[src/rtl/core/tzjd_pkg.sv]
// Shared types, constants and widths for the trajectory zigzag/jump detector.
// No dependencies.
package tzjd_pkg;
  localparam int unsigned CoordWidthDef = 32;
  localparam logic [15:0] RatioReset = 16'd6554;
  localparam logic [7:0]  FactorReset = 8'd10;
  localparam logic [1:0]  CfgIdxRatio = 2'd0;
  localparam logic [1:0]  CfgIdxFactor = 2'd1;
  localparam logic [1:0]  ReasonNone = 2'd0;
  localparam logic [1:0]  ReasonZig = 2'd1;
  localparam logic [1:0]  ReasonJump = 2'd2;

  // controller to datapath
  typedef struct packed {
    logic load;      // take input item
    logic seg_start; // start a segment length
    logic [2:0] seg_sel;
    logic sq_step;   // one multiply or one root bit
    logic decide;
    logic out_load;
  } dp_cmd_t;

  typedef struct packed {
    logic is_start;
    logic [1:0] count;
    logic seg_done;
  } dp_sts_t;
endpackage

[src/rtl/core/tzjd_ctrl.sv]
// Controller: sequences load, step update, up to five segment lengths, decision and
// output handshake. Uses tzjd_pkg.
module tzjd_ctrl import tzjd_pkg::*; (
  input  logic clk_i,
  input  logic rst_ni,
  input  logic in_valid,
  output logic in_stall,
  output logic out_valid,
  input  logic out_stall,
  input  dp_sts_t sts_i,
  output dp_cmd_t cmd_o
);
  localparam logic [2:0] SIdle = 3'd0, SUpd = 3'd1, SSegSt = 3'd2, SSeg = 3'd3,
                         SDec = 3'd4, SOut = 3'd5;
  logic [2:0] st_q, st_d;
  logic [2:0] seg_q, seg_d;
  logic ov_q, ov_d;

  always_comb begin
    st_d = st_q; seg_d = seg_q; ov_d = ov_q;
    cmd_o = '0;
    in_stall = (st_q != SIdle) || ov_q;
    if (ov_q && !out_stall) ov_d = 1'b0;
    unique case (st_q)
      SIdle: if (in_valid && !in_stall) begin
        cmd_o.load = 1'b1; st_d = SUpd;
      end
      SUpd: begin
        cmd_o.seg_start = 1'b1; cmd_o.seg_sel = 3'd7; seg_d = 3'd0;
        st_d = SSegSt;
      end
      SSegSt: begin
        if (sts_i.is_start || sts_i.count < 2'd2 ||
            (sts_i.count == 2'd2 && seg_q >= 3'd2) || seg_q == 3'd5) st_d = SDec;
        else begin
          cmd_o.seg_start = 1'b1; cmd_o.seg_sel = seg_q; st_d = SSeg;
        end
      end
      SSeg: begin
        cmd_o.sq_step = 1'b1;
        if (sts_i.seg_done) begin
          seg_d = seg_q + 3'd1; st_d = SSegSt;
        end
      end
      SDec: begin
        cmd_o.decide = 1'b1; st_d = SOut;
      end
      SOut: if (!ov_q) begin
        cmd_o.out_load = 1'b1; ov_d = 1'b1; st_d = SIdle;
      end
      default: st_d = SIdle;
    endcase
  end
  assign out_valid = ov_q;

  always_ff @(posedge clk_i or negedge rst_ni) begin
    if (!rst_ni) begin
      st_q <= SIdle; seg_q <= '0; ov_q <= 1'b0;
    end else begin
      st_q <= st_d; seg_q <= seg_d; ov_q <= ov_d;
    end
  end
endmodule

[config.mk]
export PLATFORM = sky130hd
export DESIGN_NAME = tzjd_ctrl
export DESIGN_NICKNAME = d
export VERILOG_FILES = /design/src/rtl/core/tzjd_pkg.sv /design/src/rtl/core/tzjd_ctrl.sv
export SDC_FILE = /design/constraint.sdc
export NUM_CORES = 1
export LEC_CHECK = 0
export BUFFER_PORTS_ARGS = -buffer_cell sky130_fd_sc_hd__clkbuf_2
export CORE_UTILIZATION = 40
export DETAILED_ROUTE_END_ITERATION = 7
export GPL_ROUTABILITY_DRIVEN = 0
export PLACE_DENSITY = 0.7
export RECOVER_POWER = 50
export REMOVE_ABC_BUFFERS = 1
export SLEW_MARGIN = 20
export SYNTH_ARGS = -nofsm -noshare
export SYNTH_HDL_FRONTEND = slang
export SYNTH_SLANG_ARGS = --single-unit
[constraint.sdc]
create_clock -name clk_i -period 2.9 [get_ports clk_i]
set_clock_uncertainty 0.15 [all_clocks]
set_input_delay 0.29 -clock clk_i [delete_from_list [all_inputs] [get_ports clk_i]]
set_output_delay 0.29 -clock clk_i [all_outputs]
set_load 0.02 [all_outputs]
; Yosys cells after proc, flatten, opt, wreduce, memory -nomap -nowiden
; Index checks and enable logic that the tools add are counted.
[totals]
register_bits = 7
input_bits = 8
[op_classes]
add_sub_neg = 1
n_lt_le_gt_ge = 2
mux = 18
n_reduce_logical = 14
n_eq_ne = 10
[op_table]
columns = operator, n
row1 = 3-bit one-hot mux with 6 select lines, 1
row2 = 3-bit two-way mux, 5
row3 = 3-bit equality test (second input constant), 3
row4 = 1-bit two-way mux, 9
row5 = 4-bit one-hot mux with 2 select lines, 1
row6 = 3-bit by 2-bit equality test with 1-bit output (second input constant), 2
row7 = 2-bit inequality test (second input constant), 3
row8 = 3-bit one-hot mux with 2 select lines, 1
row9 = 1-bit logical OR, 4
row10 = 4-bit two-way mux, 1
row11 = 3-bit by 1-bit adder with 3-bit output (second input constant), 1
row12 = 3-bit by 1-bit equality test with 1-bit output (second input constant), 1
row13 = 3-bit by 2-bit greater-or-equal comparator with 1-bit output (second input constant), 1
row14 = 1-bit logical AND, 3
row15 = 3-bit logical NOT, 1
row16 = 3-bit AND reduction, 1
row17 = 3-bit nonzero test, 1
row18 = 2-bit equality test (second input constant), 1
row19 = 1-bit logical NOT, 2
row20 = 2-bit < comparator (second input constant), 1
row21 = 2-bit AND reduction, 1
row22 = 2-bit nonzero test, 1

; Longest topological paths before layout
; Gate-level depths: netlist of run 1.
[depth]
depth_word = 6
depth_mapped = 5

; Worst setup path after synthesis of run 1
; Ideal clock, no wire load.
[synth_timing]
path_kind = register to output
start = reg seg_q[1]
end = out cmd_o[3] (netlist name)
setup_slack_ns = 0.750
t_arrival_ns = 1.710
stages_incl_launch_ff = 6
path_cell_list = dfrtp_1 -> inv_1 -> ha_1 -> nor2b_1 -> o221ai_1 -> o41ai_1
[synth_lines]
columns = item, line_no
row1 = from (decl), tzjd_ctrl.sv:16  ; logic [2:0] seg_q, seg_d;
row2 = from (signal assigned), tzjd_ctrl.sv:60  ; st_q <= st_d; seg_q <= seg_d; ov_q <= ov_d;
row3 = to (decl), tzjd_ctrl.sv:11  ; output dp_cmd_t cmd_o

==> results.cfg, run 1 <==
[clocking]
cts_resized = 0
clockBufferDepth = 2
htree_levels = 1
cts_buffers = 3
hold_buffers = 1
path_clk_slew_ps = 50
clkSinkCount = 7
cts-root-buf = clkbuf_4
clk_latency_ps = 240
cts_tree = yes
cts_setup_buffers = 0

[sta]
fin_crit_ps = 2320
fin_crit_sh_pct = 80.1
fmax_mhz = 431
worstMarginPinSlew_ps = 476
finalSetupViolations = 0
drv_slew = 0
slew_headroom_pct = 68.3
finalHoldViolations = 0
tns_ps = 0
grt_setup_unrepaired = false

[logic_synthesis]
synth_top_area_share_pct = 32.4
syn_inst = 58
synth_area_leaders = dfrtp_1 (32%), ha_1 (6.9%), nand2b_1 (5.8%), nor2b_1 (4.6%), a22o_1 (3.2%)
syn_area_um2 = 541
yosys_warnings = 0
ys_ff_latch = 7
ys_seq_area_share_pct = 32.4
yosysUniqueCellTypes = 32
yosysTopAreaCell = dfrtp_1
avgSynthCellArea_um2 = 9.32

[die]
core_area_um2 = 1190
initial_core_util_pct = 45.6
die_x_um = 38.8
die_h_um = 38.8
row_count = 12
ios = 18
die-area_um2 = 1500

[finish]
drive_gt1_share_pct = 29.5
area_growth_syn_to_layout_pct = 22.2
num-nets-final = 90
diodes = 0
fin_util_pct = 55.7

[detailed_routing]
route.detailed.drc = 0
routedWlPerCell_um = 11.8
drtIter0Drc = 10
vias = 480
final_antenna_net_count = 0
finalWirelength_um = 1080
avgViaCountPerCell = 5.22
drtPass1Iterations = 3

[setup_path]
crit_type = flop to primary output
crit_path_cell_trace = inv_1, ha_1, nor2b_1, o221ai_1, o41ai_1, clkbuf_2
crit_fanout = 6
r2r-start = seg_q[1]
r2r_cells = 5
start_kind = flop
slowest_delay_ps = 430
crit_arrival_ps = 1880
timing.critical_path.required_ps = 2460
r2r-end = st_q[0]
slowest_stage = dfrtp_1
worstSetupEndpointType = primary output
ff2ff_setup_slack_ps = 1200

[global_routing]
antenna_found_initial = 0
met2_usage_pct = 32.5
use_met3_pct = 3.47
grt_pass1_vias = 459
grt_pass1_wl_um = 1810
use_met1_pct = 20.3
grt_max_degree = 16
top_usage_layer = met2
track_usage_pct = 17.7
gr-total-overflow = 0

[worst_hold_path]
worstHoldStart = out_stall
hold_class = primary input to flop
hold_path_depth = 2
hold_end = out_valid

[pwr]
power.total_mw = 0.655
powerDensity_nw_per_um2 = 992
internal_power_mw = 0.354
seq_power_share_pct = 31.6
pwr-share-comb_pct = 55.9
p_leak_nw = 0.320
sw_frac_of_total_pct = 45.9
ir_drop_mv = 0.543
p_switching_mw = 0.301
clock_power_share_pct = 12.6

[place]
dp_hpwl_um = 881
port_buffers = 17

[flow_run]
cap_violations = 0

[run_status]
status = finished, final reports clean
area by class of cell:
cell class | count | area, um^2
clock buffer | 4 | 26.3
fill | 117 | 526
inverter | 4 | 15.0
multi-input combinational | 45 | 334
sequential | 7 | 175
tap | 14 | 17.5
timing repair buffer | 18 | 92.6
layer usage:
metal,vias to the layer above,share of wire [%]
met1,217,48
met5,-,0
met4,0,0
li1,254,-
met2,9,50
met3,0,2.1
worst max-delay path by stage:
stage / end / startpoint / cells past startpoint
global placement: cmd_o[4] / seg_q[1] / 6
finish: cmd_o[3] / seg_q[1] / 6
floorplan: cmd_o[3] / seg_q[1] / 5
CTS: cmd_o[3] / seg_q[1] / 6
detailed placement: cmd_o[3] / seg_q[1] / 6
global route: cmd_o[3] / seg_q[1] / 6
critical path: cells and delay by family, from the launching register on:
kind                       cells  cell delay (ps)
DFF                            1              430
and+or+nand+nor                1              110
buffers and inverters          2              340
adders and majority gates      1              200
AOI/OAI and AO/OA              2              560
power groups by stage:
stage                     Sequential [mW]  Combinational (mW)  Clock [mW]
after floorplan                     0.196               0.270           0
after global placement              0.208               0.363           0
after detailed placement            0.208               0.370           0
after CTS                           0.206               0.373      0.0865
after global routing                0.217               0.407      0.0931
final                               0.207               0.366      0.0824
cell families after synthesis:
family          after synthesis  share of synthesized area (%)
compound gates               16                           22.2
fa+ha+maj                     3                           6.95
buf+inv                       6                           5.79
flops                         7                           32.4
simple gates                 26                           32.6
layout by cell type (no fill, tap or decap):
cell type,count
clkbuf_2,15
dfrtp_1,7
nand2b_1,5
inv_1,4
nor2_1,4
nor2b_1,4
ha_1,3
clkbuf_4,3
clkbuf_1,3
o41ai_1,2
or2b_1,2
o21ai_0,2
a22o_1,2
a31oi_1,2
o221ai_1,1
or2_2,1
o31ai_1,1
and3b_1,1
nand4b_1,1
a21oi_1,1
and2_1,1
or4_4,1
nor3b_1,1
nor2_2,1
a21o_1,1
nor2b_4,1
o2bb2ai_1,1
nand3b_1,1
a21bo_2,1
o22ai_1,1
or4_1,1
or2_1,1
o311ai_1,1
dlygate4sd3_1,1
sequential cells by signal (all words and copies together) (netlist names):
name / flops
seg_q: 3
out_valid: 1
st_q: 3
stage by stage:
stage                     hold slack, ps  setup WS, ps  cell area, um^2  instances
after CTS                            106           582              663         92
final                                111           578              661         92
after detailed placement           -17.7           861              627         87
after global placement             -18.6           884              627         87
after floorplan                     -156           750              524         56
after global routing                 118           420              661         92
cells in the mapped netlist:
library cell  count
o21ai_0           2
a21oi_1           1
nand2b_1          5
nor2b_4           1
dfrtp_1           7
nor3b_1           1
or4_1             1
and3b_1           1
or2_1             1
a31oi_1           2
or4_4             1
o41ai_1           2
a21bo_2           1
o31ai_1           1
nor2_1            4
a22o_1            2
buf_2             1
nand4b_1          1
ha_1              3
inv_1             4
nor2_2            1
o311ai_1          1
o22ai_1           1
a21o_1            1
o2bb2ai_1         1
and2_1            1
nor2b_1           4
buf_6             1
nand3b_1          1
or2_2             1
or2b_1            2
o221ai_1          1
Note: power is estimated with default switching activity, not from simulation.
==> inputs of run 2 (changes only) <==
- ABC_AREA: unset -> 1
- CORE_AREA: unset -> 2 2 39 41
- CORE_UTILIZATION: 40 -> unset
- DIE_AREA: unset -> 0 0 41 43
- PLACE_DENSITY: 0.7 -> 0.68
- clock period: 2.9 -> 1.9 ns (I/O delays scaled with it)
==> run 2 against run 1 <==
The flow now finishes with violations (negative setup slack). Non-clock buffer count rose by 6. Core utilization fell by 5.0 points. Sequential power rose by 27%. Combinational power rose by 64%. Routed wire length rose by 0.65%. Highest routed layer is now met4. Count of clock-buffer cells in the layout did not move. Sequential cell count did not move. Design area rose by 6.2%.
==> results.cfg, run 2 <==
[pwr]
ir_drop_mv = 0.508
powerDensity_nw_per_um2 = 1410
p_switching_mw = 0.482
clock_power_share_pct = 12.8
p_leak_nw = 0.410
internal_power_mw = 0.509
pwr-share-comb_pct = 60.6
power.total_mw = 0.992
seq_power_share_pct = 26.6
sw_frac_of_total_pct = 48.6

[logic_synthesis]
ys_seq_area_share_pct = 36.1
yosysUniqueCellTypes = 17
synth_edf_count = 0
synth_top_area_share_pct = 36.1
async_flop_share_pct = 100
yosysMostFrequentCell = nand2_1
yosysTopAreaCell = dfrtp_1
yosys_warnings = 0
syn_area_um2 = 485
synth_area_leaders = dfrtp_1 (36%), nand2_1 (12%), inv_1 (11%), ha_1 (7.7%), nand3_1 (6.2%)
synthTopCellsByCount = nand2_1 (16), inv_1 (14), dfrtp_1 (7), nand3_1 (6), nor2_1 (5)
ys.flop_type = dfrtp_1
syn_inst = 68
avgSynthCellArea_um2 = 7.14
ys_ff_latch = 7

[clocking]
cts-root-buf = clkbuf_4
htree_levels = 1
clkSinkCount = 7
cts_tree = yes
cts_buffers = 3
path_clk_slew_ps = 50
clockBufferDepth = 2
clk_latency_ps = 240

[detailed_routing]
route.detailed.drc = 0
routedWlPerCell_um = 9.71
final_antenna_net_count = 0
vias = 515
drtPass1Iterations = 4
avgViaCountPerCell = 4.60
drtIter0Drc = 18
finalWirelength_um = 1090

[die]
row_count = 14
ios = 18
initial_core_util_pct = 35.1
die-area_um2 = 1760
core_area_um2 = 1380
die_x_um = 41
die_h_um = 43

[sta]
fin_crit_sh_pct = 100
slew_headroom_pct = 77.0
fin_ws_ps = -4.56
drv_slew = 0
whs_ps = 106
finalSetupViolations = 1
fin_crit_ps = 1900
finalHoldViolations = 0
tns_ps = -4.56
grt_setup_unrepaired = true
worstMarginPinSlew_ps = 345
fmax_mhz = 525

[setup_path]
crit_type = flop to primary output
r2r-start = seg_q[0]
crit_fanout = 5
cp-startpoint = seg_q[0]
ff2ff_setup_slack_ps = 230
worstSetupEndpointType = primary output
timing.critical_path.required_ps = 1560
start_kind = flop
crit_arrival_ps = 1560

[worst_hold_path]
worstHoldStart = sts_i[0]
hold_class = primary input to flop

[finish]
multi_input_area_um2 = 270
area_growth_syn_to_layout_pct = 44.6
final_area_um2 = 702
num-nets-final = 108
n_fill_cell = 133
ff_latch_area_um2 = 175
drive_gt1_share_pct = 37.5
diodes = 0
mostFrequentLayoutCells = nand2_1 (16), inv_1 (12), clkbuf_2 (11)
final_common_cell = nand2_1

[place]
dp_hpwl_um = 816
placed_area_um2 = 591
port_buffers = 17
dp_slack_ps = 136

[global_routing]
grt_pass1_vias = 435
antenna_found_initial = 0
grt_pass1_wl_um = 1690
grt_max_degree = 8
gr-total-overflow = 0
track_usage_pct = 14.7

[run_status]
violations = negative setup slack
status = finished with violations

[flow_run]
cap_violations = 0
run 2: changes by cell type after synthesis, moves of 4 or more:
cell	previous run	this run
nand2_1	0	16
inv_1	4	14
nand3_1	0	6
nand2b_1	5	0
nor2b_1	4	0
run 2: routing by layer:
| layer | routed length, um | track usage (%) | vias to the layer above |
|---|---|---|---|
| met2 | 553 | 21.3 | 12 |
| met1 | 474 | 17.7 | 227 |
| li1 | - | - | 274 |
| met5 | 0 | 0 | - |
| met4 | 14 | 12.0 | 0 |
| met3 | 45 | 3.14 | 2 |
run 2: logic make-up after synthesis:
kind of cell | after synthesis | share of synthesized area [%]
fa+ha+maj | 3 | 7.73
flops | 7 | 36.1
buf+inv | 15 | 11.6
simple gates | 34 | 34.3
xor+xnor | 1 | 1.80
compound gates | 8 | 8.51
run 2: worst paths after layout:
check,to,cells after the start
worst max-delay path,cmd_o[3],7
worst min-delay path,seg_q[1],3
worst max register to register,st_q[0],10
worst min register to register,out_valid,2
max in group asynchronous,st_q[1],2
min in group asynchronous,seg_q[0],2
run 2: critical path, stage by stage, from the launching register on:
cell,delay [ps]
dfrtp_1,420
ha_2,200
nand2_1,60
nand2_1,60
nor2_2,130
nand3_2,140
o21ai_1,160
buf_4,160
run 2: layout make-up:
class / count / share of cell area, %
timing repair buffer: 24 / 21.9
multi-input combinational: 46 / 38.5
tap: 16 / 2.85
clock buffer: 4 / 3.74
sequential: 7 / 25.0
inverter: 15 / 8.02
run 2: stage by stage:
stage / cells / util [%]
after floorplan: 68 / -
after global placement: 101 / 42.7
after detailed placement: 101 / 42.7
after CTS: 110 / 48.7
after global routing: 112 / 50.7
final: 112 / 50.7
run 2: power groups by stage:
stage	logic, mW	clock network (mW)	registers (mW)
finish	0.601	0.127	0.263
global route	0.670	0.145	0.272
CTS	0.559	0.136	0.260
detailed placement	0.511	0	0.265
global placement	0.507	0	0.263
floorplan	0.357	0	0.264
run 2: what timing repair did:
action	CTS	global route
pin swaps	1	5
endpoints found under the setup margin	4	4
setup buffers	3	2
endpoints found under the hold margin	8	0
gates resized for setup	8	11
hold buffers	2	0
==> inputs of run 3 (changes only) <==
- ABC_AREA: 1 -> unset
- CORE_AREA: 2 2 39 41 -> unset
- CORE_UTILIZATION: unset -> 40
- DIE_AREA: 0 0 41 43 -> unset
- PLACE_DENSITY: 0.68 -> 0.72
==> run 3 against run 2 <==
Register-to-register slack worse by 50 ps. Core utilization grew 20 points. Die area is 15% lower. Combinational power is 34% higher. The run still ends with negative setup slack left. Highest routed layer is now met3.
==> results.cfg, run 3 (same netlist as run 1, synthesis figures left out) <==
[global_routing]
grt_max_degree = 9
gr-total-overflow = 0
track_usage_pct = 23.6
grt_pass1_wl_um = 2360
grt_pass1_vias = 575
antenna_found_initial = 0

[run_status]
status = finished with violations
violations = negative setup slack

[setup_path]
slowest_stage = dfrtp_1
critPathMostFrequentCell = buf_6
crit_type = flop to primary output
r2r-end = st_q[0]
crit_arrival_ps = 1670
start_kind = flop
crit_fanout = 3
timing.critical_path.required_ps = 1560
worstSetupEndpointType = primary output
crit_path_cell_trace = inv_2, ha_2, nor2b_2, o221ai_4, buf_6, o31ai_4, buf_6
slowest_delay_ps = 380
r2r_cells = 7
cp_num_buf_inv = 3
path_delay_family = flip-flops
r2r-start = seg_q[1]
ff2ff_setup_slack_ps = 180
cp-startpoint = seg_q[1]

[finish]
n_fill_cell = 86
multi_input_area_um2 = 405
ff_latch_area_um2 = 178
area_growth_syn_to_layout_pct = 54.6
mostFrequentLayoutCells = clkbuf_2 (12), buf_4 (8), nand2b_1 (5), dfrtp_1 (5), buf_6 (4)
final_area_um2 = 836
final_common_cell = clkbuf_2
diodes = 0
num-nets-final = 100
drive_gt1_share_pct = 50.0
final_cells = 102

[detailed_routing]
routedWlPerCell_um = 15.2
drtIter0Drc = 11
final_antenna_net_count = 0
vias = 553
avgViaCountPerCell = 5.42
route.detailed.drc = 0
finalWirelength_um = 1550
drtPass1Iterations = 4

[sta]
slew_headroom_pct = 74.3
fin_crit_ps = 2010
fin_crit_sh_pct = 106
worstMarginPinSlew_ps = 386
finalSetupViolations = 3
fin_ws_ps = -114
drv_slew = 0
finalHoldViolations = 0
fmax_mhz = 496
grt_setup_unrepaired = true

[worst_hold_path]
hold_end = st_q[0]
hold_path_depth = 4
worstHoldStart = in_valid
hold_class = primary input to flop

[pwr]
ir_drop_mv = 0.856
powerDensity_nw_per_um2 = 1500
p_leak_nw = 0.392

[die]
die_h_um = 38.8
row_count = 12
ios = 18
initial_core_util_pct = 45.6
core_area_um2 = 1190
die_x_um = 38.8
die-area_um2 = 1500

[place]
port_buffers = 17
dp_hpwl_um = 941
placed_area_um2 = 649
dp.cells = 90

[clocking]
path_clk_slew_ps = 60
clkSinkCount = 7
clockBufferDepth = 2
htree_levels = 1
cts_buffers = 3
cts_tree = yes
cts-root-buf = clkbuf_4
clk_latency_ps = 260

[flow_run]
cap_violations = 0
-- run 3: changes by cell type in the layout (fill, tap and decap cells not counted), sizes merged, moves of 3 or more --
cell,change
buf,+4
nor2b,+5
o21ai,-3
nand2,-19
nand3,-6
inv,-11
nand2b,+5
-- run 3: area by class of cell --
cell class              instances  area share (%)
clock buffers                   4            3.14
inverters                       4            1.80
multi-input cells              45            48.5
flip-flops and latches          7            21.3
well taps                      14            2.10
repair buffers                 28            23.2
-- run 3: timing repair --
action / in CTS / in global routing
resized for setup: 13 / 13
pin swaps: 3 / 2
hold endpoints to repair: 8 / 0
hold buffers: 2 / 0
setup endpoints to repair: 3 / 5
setup buffers: 4 / 2
-- run 3: metrics by stage --
stage                     worst slack [ps]  power, mW  utilization [%]  setup TNS [ps]  hold WS (ps)
after floorplan                       -150      0.712                -            -300          -256
after global placement                12.7      0.902             54.7               0          -109
after detailed placement             -8.69      0.914             54.7           -8.69          -112
after CTS                             -156       1.15             65.9            -336           156
after global routing                  -171       1.34             70.5            -474           222
final                                 -114       1.26             70.5            -290           182
-- run 3: per-layer routing --
layer / part of all wire, % / vias to the layer above / GRT usage, %
met2: 56 / 16 / 43.3
li1: - / 271 / -
met4: 0 / 0 / 6.03
met1: 40 / 266 / 24.8
met3: 4.1 / 0 / 8.67
met5: 0 / - / 0
-- run 3: worst max path at each step --
stage	slack, ps	endpoint	cells past startpoint
finish	-110	cmd_o[6]	7
global route	-170	cmd_o[6]	7
CTS	-160	cmd_o[4]	6
detailed placement	-9	cmd_o[3]	6
global placement	10	cmd_o[3]	6
floorplan	-150	cmd_o[3]	5
-- run 3: power breakdown --
group | switching [mW] | internal (mW) | leakage, nW
Clock | 0.0628 | 0.0807 | 0.0150
Sequential | 0.0988 | 0.211 | 0.0891
Combinational | 0.421 | 0.382 | 0.287
Total | 0.583 | 0.674 | 0.392
-- run 3: worst reg2reg max path, cell delays in order, from the launching register on --
cell and delay, ps:
dfrtp_1 380, inv_2 70, ha_2 180, nor2b_2 160
o221ai_4 140, buf_6 160, buf_4 130, o311ai_1 240
